[config.mk]
export PLATFORM = sky130hd
export DESIGN_NAME = ordered_list_store_core
export DESIGN_NICKNAME = d
export VERILOG_FILES = /design/src/sv/ols_pkg.sv /design/src/sv/ols_cell.sv /design/src/sv/ordered_list_store_core.sv
export SDC_FILE = /design/constraint.sdc
export NUM_CORES = 1
export LEC_CHECK = 0
export BUFFER_PORTS_ARGS = -buffer_cell sky130_fd_sc_hd__buf_2
export CAP_MARGIN = 20
export CORE_ASPECT_RATIO = 0.75
export CORE_UTILIZATION = 57
export DETAILED_ROUTE_END_ITERATION = 16
export PLACE_DENSITY = 0.76
export SLEW_MARGIN = 20
export SYNTH_ARGS = -nofsm -noshare
export SYNTH_HDL_FRONTEND = slang
export SYNTH_SLANG_ARGS = --single-unit
[constraint.sdc]
create_clock -name clk -period 5.9 [get_ports clk]
set_clock_uncertainty 0.2 [all_clocks]
set_input_delay 0.295 -clock clk [delete_from_list [all_inputs] [get_ports clk]]
set_output_delay 0.295 -clock clk [all_outputs]
set_load 0.05 [all_outputs]
[src/sv/ols_pkg.sv]
// Shared types and constants of the ordered list store.
package ols_pkg;

	// Operation codes carried in the input word's tuser.
	typedef enum logic [1:0] {
		OP_INSERT     = 2'd0,
		OP_REMOVE     = 2'd1,
		OP_SEARCH     = 2'd2,
		OP_SEARCH_ALL = 2'd3
	} ols_op_t;

	// Result status codes carried in the output word's tuser.
	typedef enum logic [1:0] {
		ST_OK        = 2'd0,
		ST_NOT_FOUND = 2'd1,
		ST_EMPTY     = 2'd2,
		ST_FULL      = 2'd3
	} ols_status_t;

	// Sequencer states.
	typedef enum logic {
		S_IDLE = 1'b0,
		S_SCAN = 1'b1
	} ols_state_t;

	// Most results that one search-all word may produce.
	localparam int MaxResults = 16;

	// Control bundle from the sequencer to one cell.
	typedef struct packed {
		logic live;   // cell index is below the current count
		logic load;   // capture the compare result against the key
		logic shift;  // take the match flag of the next cell
		logic write;  // store the key as this cell's entry
		logic close;  // take the entry of the next cell (gap closing)
	} ols_cell_ctrl_t;

endpackage

[src/sv/ols_cell.sv]
// One storage cell of the list: an entry register and its match flag.
module ols_cell (
	input  logic                  clk,
	input  logic                  arst_n,
	input  ols_pkg::ols_cell_ctrl_t ctrl,
	input  logic signed [31:0]    key,
	input  logic signed [31:0]    next_entry,
	input  logic                  next_match,
	output logic signed [31:0]    entry,
	output logic                  match
);

	logic signed [31:0] entry_q;
	logic               match_q;

	always_ff @(posedge clk) begin
		if (ctrl.write) begin
			entry_q <= key;
		end else if (ctrl.close) begin
			entry_q <= next_entry;
		end
	end

	always_ff @(posedge clk or negedge arst_n) begin
		if (!arst_n) begin
			match_q <= 1'b0;
		end else if (ctrl.load) begin
			match_q <= ctrl.live && (entry_q == key);
		end else if (ctrl.shift) begin
			match_q <= next_match;
		end
	end

	assign entry = entry_q;
	assign match = match_q;

endmodule

[src/sv/ordered_list_store_core.sv]
// Results: insert, and remove on an empty list, give a result word in the cycle after acceptance;
// other words scan one index per cycle while the output register is free; the scan ends at the count,
// a search stops at its first match and a remove closes its gap on the edge of its result.
// Input: an insert every cycle while the output is free; no new word is taken during a scan.
// Reset: arst_n clears the count, the sequencer and the output valid; the entries are not
// cleared and are only read below the count.
module ordered_list_store_core #(
	parameter int CAPACITY = 16
) (
	input  logic        clk,
	input  logic        arst_n,
	input  logic        s_tvalid,
	output logic        s_tready,
	input  logic [31:0] s_tdata,   // [31:0] value
	input  logic [1:0]  s_tuser,   // [1:0] op
	output logic        m_tvalid,
	input  logic        m_tready,
	output logic [15:0] m_tdata,   // [3:0] position, [8:4] entry_count, [15:9] zero
	output logic [1:0]  m_tuser,   // [1:0] status
	output logic        m_tlast
);

	localparam int CntW  = $clog2(CAPACITY + 1);
	localparam int NresW = $clog2(ols_pkg::MaxResults + 1);

	// Sequencer registers.
	ols_pkg::ols_state_t state_q, state_d;
	ols_pkg::ols_op_t    op_q;
	logic [CntW-1:0]     count_q, count_d;
	logic [CntW-1:0]     k_q;      // index currently presented by cell zero
	logic [CntW-1:0]     pos_q;    // latest match seen during the scan
	logic                hit_q;    // a match has been seen (for search-all: one is pending)
	logic [NresW-1:0]    nres_q;   // search-all matches counted so far

	// Output register.
	logic                  m_tvalid_q;
	ols_pkg::ols_status_t  m_status_q;
	logic [3:0]            m_pos_q;
	logic                  m_last_q;
	logic [4:0]            m_cnt_q;

	// Input word decode.
	ols_pkg::ols_op_t   in_op;
	logic signed [31:0] in_value;
	logic               in_acc;
	logic               slot_free;
	logic               full;

	// Scan control.
	logic scan_live, more, step, finish, m0, wr_ins, close_en;

	// Result word being formed this cycle.
	logic                 emit;
	ols_pkg::ols_status_t e_status;
	logic [CntW-1:0]      e_pos;
	logic                 e_last;

	// Cell chain wiring.
	ols_pkg::ols_cell_ctrl_t ctrl    [CAPACITY];
	logic signed [31:0]      entry_w [CAPACITY];
	logic                    match_w [CAPACITY];

	assign in_op     = ols_pkg::ols_op_t'(s_tuser);
	assign in_value  = s_tdata;
	assign slot_free = !m_tvalid_q || m_tready;
	assign s_tready  = (state_q == ols_pkg::S_IDLE) && slot_free;
	assign in_acc    = s_tvalid && s_tready;
	assign full      = (count_q == CntW'(CAPACITY));

	// The scan walks k from zero up to the count; search-all also stops once the result cap is hit.
	assign scan_live = (state_q == ols_pkg::S_SCAN) && slot_free;
	assign more      = (k_q < count_q) &&
		!((op_q == ols_pkg::OP_SEARCH_ALL) && (nres_q == NresW'(ols_pkg::MaxResults)));
	assign step      = scan_live && more;
	assign finish    = scan_live && !more;
	assign m0        = match_w[0];

	assign wr_ins   = in_acc && (in_op == ols_pkg::OP_INSERT) && !full;
	assign close_en = finish && (op_q == ols_pkg::OP_REMOVE) && hit_q;

	// Next state.
	always_comb begin
		state_d = state_q;
		case (state_q)
			ols_pkg::S_IDLE: begin
				if (in_acc && (in_op != ols_pkg::OP_INSERT) &&
					!((in_op == ols_pkg::OP_REMOVE) && (count_q == '0))) begin
					state_d = ols_pkg::S_SCAN;
				end
			end
			ols_pkg::S_SCAN: begin
				if (finish || (step && m0 && (op_q == ols_pkg::OP_SEARCH))) begin
					state_d = ols_pkg::S_IDLE;
				end
			end
			default: state_d = ols_pkg::S_IDLE;
		endcase
	end

	// Result formation and count update.
	always_comb begin
		emit     = 1'b0;
		e_status = ols_pkg::ST_OK;
		e_pos    = '0;
		e_last   = 1'b1;
		count_d  = count_q;
		case (state_q)
			ols_pkg::S_IDLE: begin
				if (in_acc && (in_op == ols_pkg::OP_INSERT)) begin
					emit = 1'b1;
					if (full) begin
						e_status = ols_pkg::ST_FULL;
					end else begin
						count_d = count_q + 1'b1;
					end
				end else if (in_acc && (in_op == ols_pkg::OP_REMOVE) && (count_q == '0)) begin
					emit     = 1'b1;
					e_status = ols_pkg::ST_EMPTY;
				end
			end
			ols_pkg::S_SCAN: begin
				if (step && m0) begin
					if (op_q == ols_pkg::OP_SEARCH) begin
						emit  = 1'b1;
						e_pos = k_q;
					end else if ((op_q == ols_pkg::OP_SEARCH_ALL) && hit_q) begin
						// A later match exists, so the pending one is not the final word.
						emit   = 1'b1;
						e_pos  = pos_q;
						e_last = 1'b0;
					end
				end else if (finish) begin
					emit = 1'b1;
					if ((op_q != ols_pkg::OP_SEARCH) && hit_q) begin
						e_pos = pos_q;
						if (op_q == ols_pkg::OP_REMOVE) begin
							count_d = count_q - 1'b1;
						end
					end else begin
						e_status = ols_pkg::ST_NOT_FOUND;
					end
				end
			end
			default: ;
		endcase
	end

	always_ff @(posedge clk or negedge arst_n) begin
		if (!arst_n) begin
			state_q <= ols_pkg::S_IDLE;
			op_q    <= ols_pkg::OP_INSERT;
			count_q <= '0;
			k_q     <= '0;
			pos_q   <= '0;
			hit_q   <= 1'b0;
			nres_q  <= '0;
		end else begin
			state_q <= state_d;
			count_q <= count_d;
			if (in_acc) begin
				op_q   <= in_op;
				k_q    <= '0;
				hit_q  <= 1'b0;
				nres_q <= '0;
			end else if (step) begin
				k_q <= k_q + 1'b1;
				if (m0) begin
					hit_q  <= 1'b1;
					pos_q  <= k_q;
					nres_q <= nres_q + 1'b1;
				end
			end
		end
	end

	// Output register: takes a new word whenever the previous one has gone or is going.
	always_ff @(posedge clk or negedge arst_n) begin
		if (!arst_n) begin
			m_tvalid_q <= 1'b0;
		end else if (emit) begin
			m_tvalid_q <= 1'b1;
		end else if (m_tready) begin
			m_tvalid_q <= 1'b0;
		end
	end

	always_ff @(posedge clk) begin
		if (emit) begin
			m_status_q <= e_status;
			m_pos_q    <= 4'(e_pos);
			m_last_q   <= e_last;
			m_cnt_q    <= 5'(count_d);
		end
	end

	assign m_tvalid = m_tvalid_q;
	assign m_tuser  = m_status_q;
	assign m_tlast  = m_last_q;
	assign m_tdata  = {7'd0, m_cnt_q, m_pos_q};

	// The chain: every cell compares against the key when a word is accepted, then the match
	// flags move one cell towards the head per scan step. On a remove, the cells from the
	// removed position onwards all take their successor's entry in the same cycle.
	for (genvar i = 0; i < CAPACITY; i++) begin : g_cell
		logic signed [31:0] nxt_entry;
		logic               nxt_match;

		if (i == CAPACITY - 1) begin : g_tail
			assign nxt_entry = entry_w[i];
			assign nxt_match = 1'b0;
		end else begin : g_body
			assign nxt_entry = entry_w[i+1];
			assign nxt_match = match_w[i+1];
		end

		assign ctrl[i].live  = (CntW'(i) < count_q);
		assign ctrl[i].load  = in_acc;
		assign ctrl[i].shift = step;
		assign ctrl[i].write = wr_ins && (count_q == CntW'(i));
		assign ctrl[i].close = close_en && (CntW'(i) >= pos_q);

		ols_cell u_cell (
			.clk        (clk),
			.arst_n     (arst_n),
			.ctrl       (ctrl[i]),
			.key        (in_value),
			.next_entry (nxt_entry),
			.next_match (nxt_match),
			.entry      (entry_w[i]),
			.match      (match_w[i])
		);
	end

endmodule

* After elaboration in Yosys (flattened, before gate mapping) *
Index checks and enable logic that the tools add are counted.

word-level totals
  register bits = 565
  output and inout port bits = 21
  logic and storage cells = 321

operators by class
  add/sub/neg operators = 4
  magnitude comparators = 32
  equal/unequal tests = 38
  mux-type cells = 102
  bitwise logic cells = 3
  reductions and logical operators = 98

operators with widths
  operator             count
  $mux 32              30
  $eq 32x32->1         16
  $logic_and 1x1->1    67
  $mux 5               11
  $mux 1               49
  $eq 5x4->1 const B   8
  $lt 4x5->1 const A   8
  $reduce_bool 2->1    19
  $ge 4x5->1 const A   7
  $eq 5x3->1 const B   4
  $ge 3x5->1 const A   4
  $lt 3x5->1 const A   4
  $mux 4               5
  $add 5x1->5 const B  3
  $eq 5x2->1 const B   2
  $eq 5x5->1 const B   2
  $ge 1x5->1 const A   2
  $ge 2x5->1 const A   2
  $lt 1x5->1 const A   2
  $lt 2x5->1 const A   2
  $pmux 5 s2           1
  $mux 2               3
  $eq 5x1->1 const B   1
  $logic_not 1->1      5
  14 further kinds     20

* Logic depth before layout (Yosys ltp) *
  word-level depth = 11
  gate-level depth with buffers = 10
  mapped depth without buffers = 7

* Hierarchy *
A second synthesis with hierarchy kept.

second synthesis, totals
  cell total of the unflattened synthesis = 2169
  area, all modules = 30546.8 µm²

modules (own cells, without submodules)
  module                   instances  cells each  area each (µm²)
  ols_cell                 16         118         1752.9
  ordered_list_store_core  1          281         2499.9

* Least setup slack after synthesis *
No wires, ideal clock.

  path type = register to register
  from = register count_q[1]
  to = register g_cell[0].u_cell.entry_q[0], enable pin
  setup time = 511 ps
  arrival = 5248 ps
  required time = 5189 ps
  path slack = -58 ps
  stages on the path, launching flop included = 8
  buffers on the path = 1
  cells stage by stage = dfrtp_1 -> clkbuf_1 -> inv_1 -> ha_1 -> a31oi_1 -> o21ai_0 -> nand4_1 -> o41ai_1

between the ends
  word-level cells in the longest chain between the ends = 8
  elaborated cells between the ends (all ways) = 13
  those cells by class = order compare (1); eq/ne (1); reduce/logical (11)

RTL lines
  element                          RTL line                        source
  from (decl)                      ordered_list_store_core.sv:29   logic [CntW-1:0] count_q, count_d;
  from (signal assigned)           ordered_list_store_core.sv:159  count_q <= count_d;
  $lt 5x5->1                       ordered_list_store_core.sv:72   assign more = (k_q < count_q) &&
  $logic_and 1x1->1                ordered_list_store_core.sv:72
  $logic_not 1->1                  ordered_list_store_core.sv:75   assign finish = scan_live && !more;
  $logic_and 1x1->1                ordered_list_store_core.sv:75
  $logic_and 1x1->1 (2 in series)  ordered_list_store_core.sv:79   assign close_en = finish && (op_q == ols_pkg::OP_REMOVE) && hit_q;
  $logic_and 1x1->1                ordered_list_store_core.sv:220  assign ctrl[i].close = close_en && (CntW'(i) >= pos_q);
  $reduce_bool 2->1 (no line) (*)  --
  to (signal assigned)             ols_cell.sv:18                  entry_q <= key;
  to (signal assigned)             ols_cell.sv:20                  entry_q <= next_entry;
  to (decl)                        ols_cell.sv:13                  logic signed [31:0] entry_q;

Mark *: on every way between the ends. The rest lies on a longest branch, timed or not.
A chain may end at the register's enable or synchronous reset.

* Worst setup path after layout *
  from = register count_q[1]
  to = register g_cell[0].u_cell.entry_q[11], enable pin

The elaborated chain is that of the path after synthesis.

==> results.cfg <==
[power]
p_seq_share_pct = 47.5
power_frac_comb_pct = 20.6
switching_share_pct = 31.0
power_w = 0.0113
internal_power_w = 0.00780
power.leakage_nw = 10.8
pwr-share-clk_pct = 31.9
switchingPower_w = 0.00351
power_density_nw_per_um2 = 343
irDropWorstVdd_mv = 0.226

[critical_path]
critPathLaunchType = flop
cp.required_ps = 5960
endpoint = g_cell[0].u_cell.entry[11]
critPathKind = flop to flop
timing.rr.start = count_q[1]
cp_max_fo = 32
rr_worst_depth = 7
worstPathArrival_ps = 4140
r2r_end = g_cell[0].u_cell.entry[11]
reg2reg_setup_slack_ps = 1810
critPathLaunch = count_q[1]
setup.worst_path.end_class = flop

[global_routing]
grt_pass1_vias = 18100
grt_util_met1_pct = 49.0
antenna_found_initial = 2
use_met3_pct = 13.0
grt_util_met2_pct = 41.9
grt.total_usage_pct = 32.1
overflow = 0
grt_max_degree = 42
grt_pass1_wl_um = 125000
grt_busiest_layer = met1

[worst_hold_path]
min_path_type = input pin to flop

[floorplan]
die_h_um = 202
rows = 72
die_width_um = 268
core_area_um2 = 52000
start_util_pct = 58.3
dieArea_um2 = 54100
ioPinCount = 59

[routing]
dr.pass1.iters = 5
ant_nets = 0
vias_per_cell = 6.45
wl_per_cell_um = 29.6
drc_errors = 0
drt_iter0_markers = 2520
vias = 18800
routed_wl_um = 86200

[job]
max-cap-violations = 0

[finish]
fillCellCount = 3836
antenna_cells = 0
nets = 2219
multiInputGateArea_um2 = 12700
seq_area_um2 = 16800
drive_gt1_share_pct = 30.2
area_growth_pct = 8.90

[timing]
period_minus_slack_ps = 4090
tightest_slew_ps = 1220
fmax_mhz = 245
hold_ws_ps = 43.3
period_share_pct = 69.3
rsz0062_at_grt = false
slew_headroom_pct = 18.8
setup-tns-final_ps = 0
hold_viol = 0
slew_viol_final = 0
setup_violations = 0

[cts]
clkTransAtPathRegs_ps = 60
cts_root_buf = clkbuf_16
cts_tree = done
cts_setup_buffers = 0
htree_levels = 2
clk_latency_ps = 620
cts_buffer_depth = 3
cts_made_buffers = 54
cts.sinks = 565

[yosys]
synth-seq-area-share_pct = 55.3
ys.warnings.count = 0
async_flop_share_pct = 7.26
yosysUniqueCellTypes = 60
synth_top_area_share_pct = 52.0
synth_ff_type = edfxtp_1
synth_largest_area_cell = edfxtp_1
synth.avg_cell_area_um2 = 13.8
yosysMostFrequentCell = edfxtp_1
syn_area_um2 = 30300
syn_inst = 2195
synth_commonest_cells = edfxtp_1, mux2_2, xnor2_1, xor2_1, nand4_1
synth-seq-cells = 565
synth-edff-count = 524
synth_area_leaders = edfxtp_1, mux2_2, xnor2_1

[place]
portBuffers = 51
place_hpwl_um = 56700
gp_congestion = 0.976

[outcome]
outcome = complete, no violations
-- how the worst min path moves through the flow --
stage / start / end / slack (ps) / cells past startpoint
2_1_floorplan: arst_n / count_q[0] / -200 / 0
5_1_grt: s_tdata[18] / g_cell[15].u_cell.entry[18] / 60 / 1
6_report: s_tvalid / op_q[0] / 40 / 4
4_1_cts: s_tvalid / op_q[0] / 20 / 4
3_3_place_gp: nres_q[4] / nres_q[4] / 280 / 1
3_5_place_dp: nres_q[4] / nres_q[4] / 290 / 1
-- worst max-delay path: stages (launching register included) --
cell and delay, ps:
dfrtp_1 680, inv_1 240, ha_1 340, a31oi_1 130, o21ai_0 310, nand4_1 790
o41ai_4 540, buf_4 450
-- layer usage --
layer	wire length, µm	share of wire, %
met1	37300	43
met2	34300	40
met3	12700	15
met4	1900	2.2
met5	22	0.026
-- cell families (layout without fill, tap and decap cells) --
logic type / after synthesis / in the layout / synth area share [%]
flip-flops: 565 / 565 / 55.3
XOR/XNOR: 515 / 515 / 14.9
multiplexers: 490 / 490 / 18.2
AND/OR/NAND/NOR: 298 / 298 / 5.74
buffers and inverters: 217 / 229 / 3.14
AO/OA/AOI/OAI: 97 / 97 / 2.19
adder cells (fa/ha/maj): 12 / 12 / 0.496
other: 1 / 7 / 0.0124
-- state kept, by name, summed over array words and instances (netlist names) --
signal / cells
m_tvalid: 1
m_pos_q: 4
m_cnt_q: 5
pos_q: 5
m_tlast: 1
state_q: 1
g_cell.u_cell.entry: 512
g_cell.u_cell.match: 16
count_q: 5
op_q: 2
nres_q: 5
k_q: 5
m_tuser: 2
hit_q: 1
-- cell type report --
| type | count | share of cell area [%] |
|---|---|---|
| Clock buffer | 70 | 4.47 |
| Clock inverter | 30 | 0.994 |
| Inverter | 13 | 0.148 |
| Multi-Input combinational cell | 1419 | 38.5 |
| Sequential cell | 565 | 50.8 |
| Tap cell | 703 | 2.67 |
| Timing Repair Buffer | 116 | 2.37 |
-- cell usage in the layout (no fill, tap or decap), drive strengths merged, types with 10 or more instances in the layout --
| cell type | count |
|---|---|
| a21oi | 15 |
| and3 | 10 |
| buf | 110 |
| clkbuf | 70 |
| clkinv | 19 |
| dfrtp | 41 |
| edfxtp | 524 |
| ha | 12 |
| inv | 15 |
| mux2 | 481 |
| nand2 | 34 |
| nand3 | 23 |
| nand4 | 112 |
| nor2 | 24 |
| nor3 | 20 |
| nor4 | 50 |
| o21ai | 24 |
| xnor2 | 360 |
| xor2 | 155 |
-- power by group through the flow --
stage	registers, W	logic [W]	clock network (W)
after CTS	0.00535	0.00228	0.00363
after global routing	0.00541	0.00246	0.00378
after detailed placement	0.00543	0.00226	0
after global placement	0.00542	0.00223	0
final	0.00538	0.00233	0.00360
after floorplan	0.00535	0.00154	0
-- per-stage QoR --
step | util, % | setup WS (ps) | cell area (µm²) | std cells
6_report | 63.4 | 1810 | 33000 | 2916
5_1_grt | 63.4 | 1700 | 33000 | 2916
4_1_cts | 63.4 | 1960 | 32900 | 2915
3_5_place_dp | 59.8 | 1980 | 31100 | 2809
3_3_place_gp | 59.8 | 1960 | 31100 | 2809
2_1_floorplan | - | 839 | 30300 | 2201
-- repair_timing --
item                                   4_1_cts  5_1_grt
setup endpoints to repair                    0        0
gates resized for setup                      0        0
endpoints found under the hold margin       48        0
hold buffers                                 6        0
(Power assumes the default switching activity.)
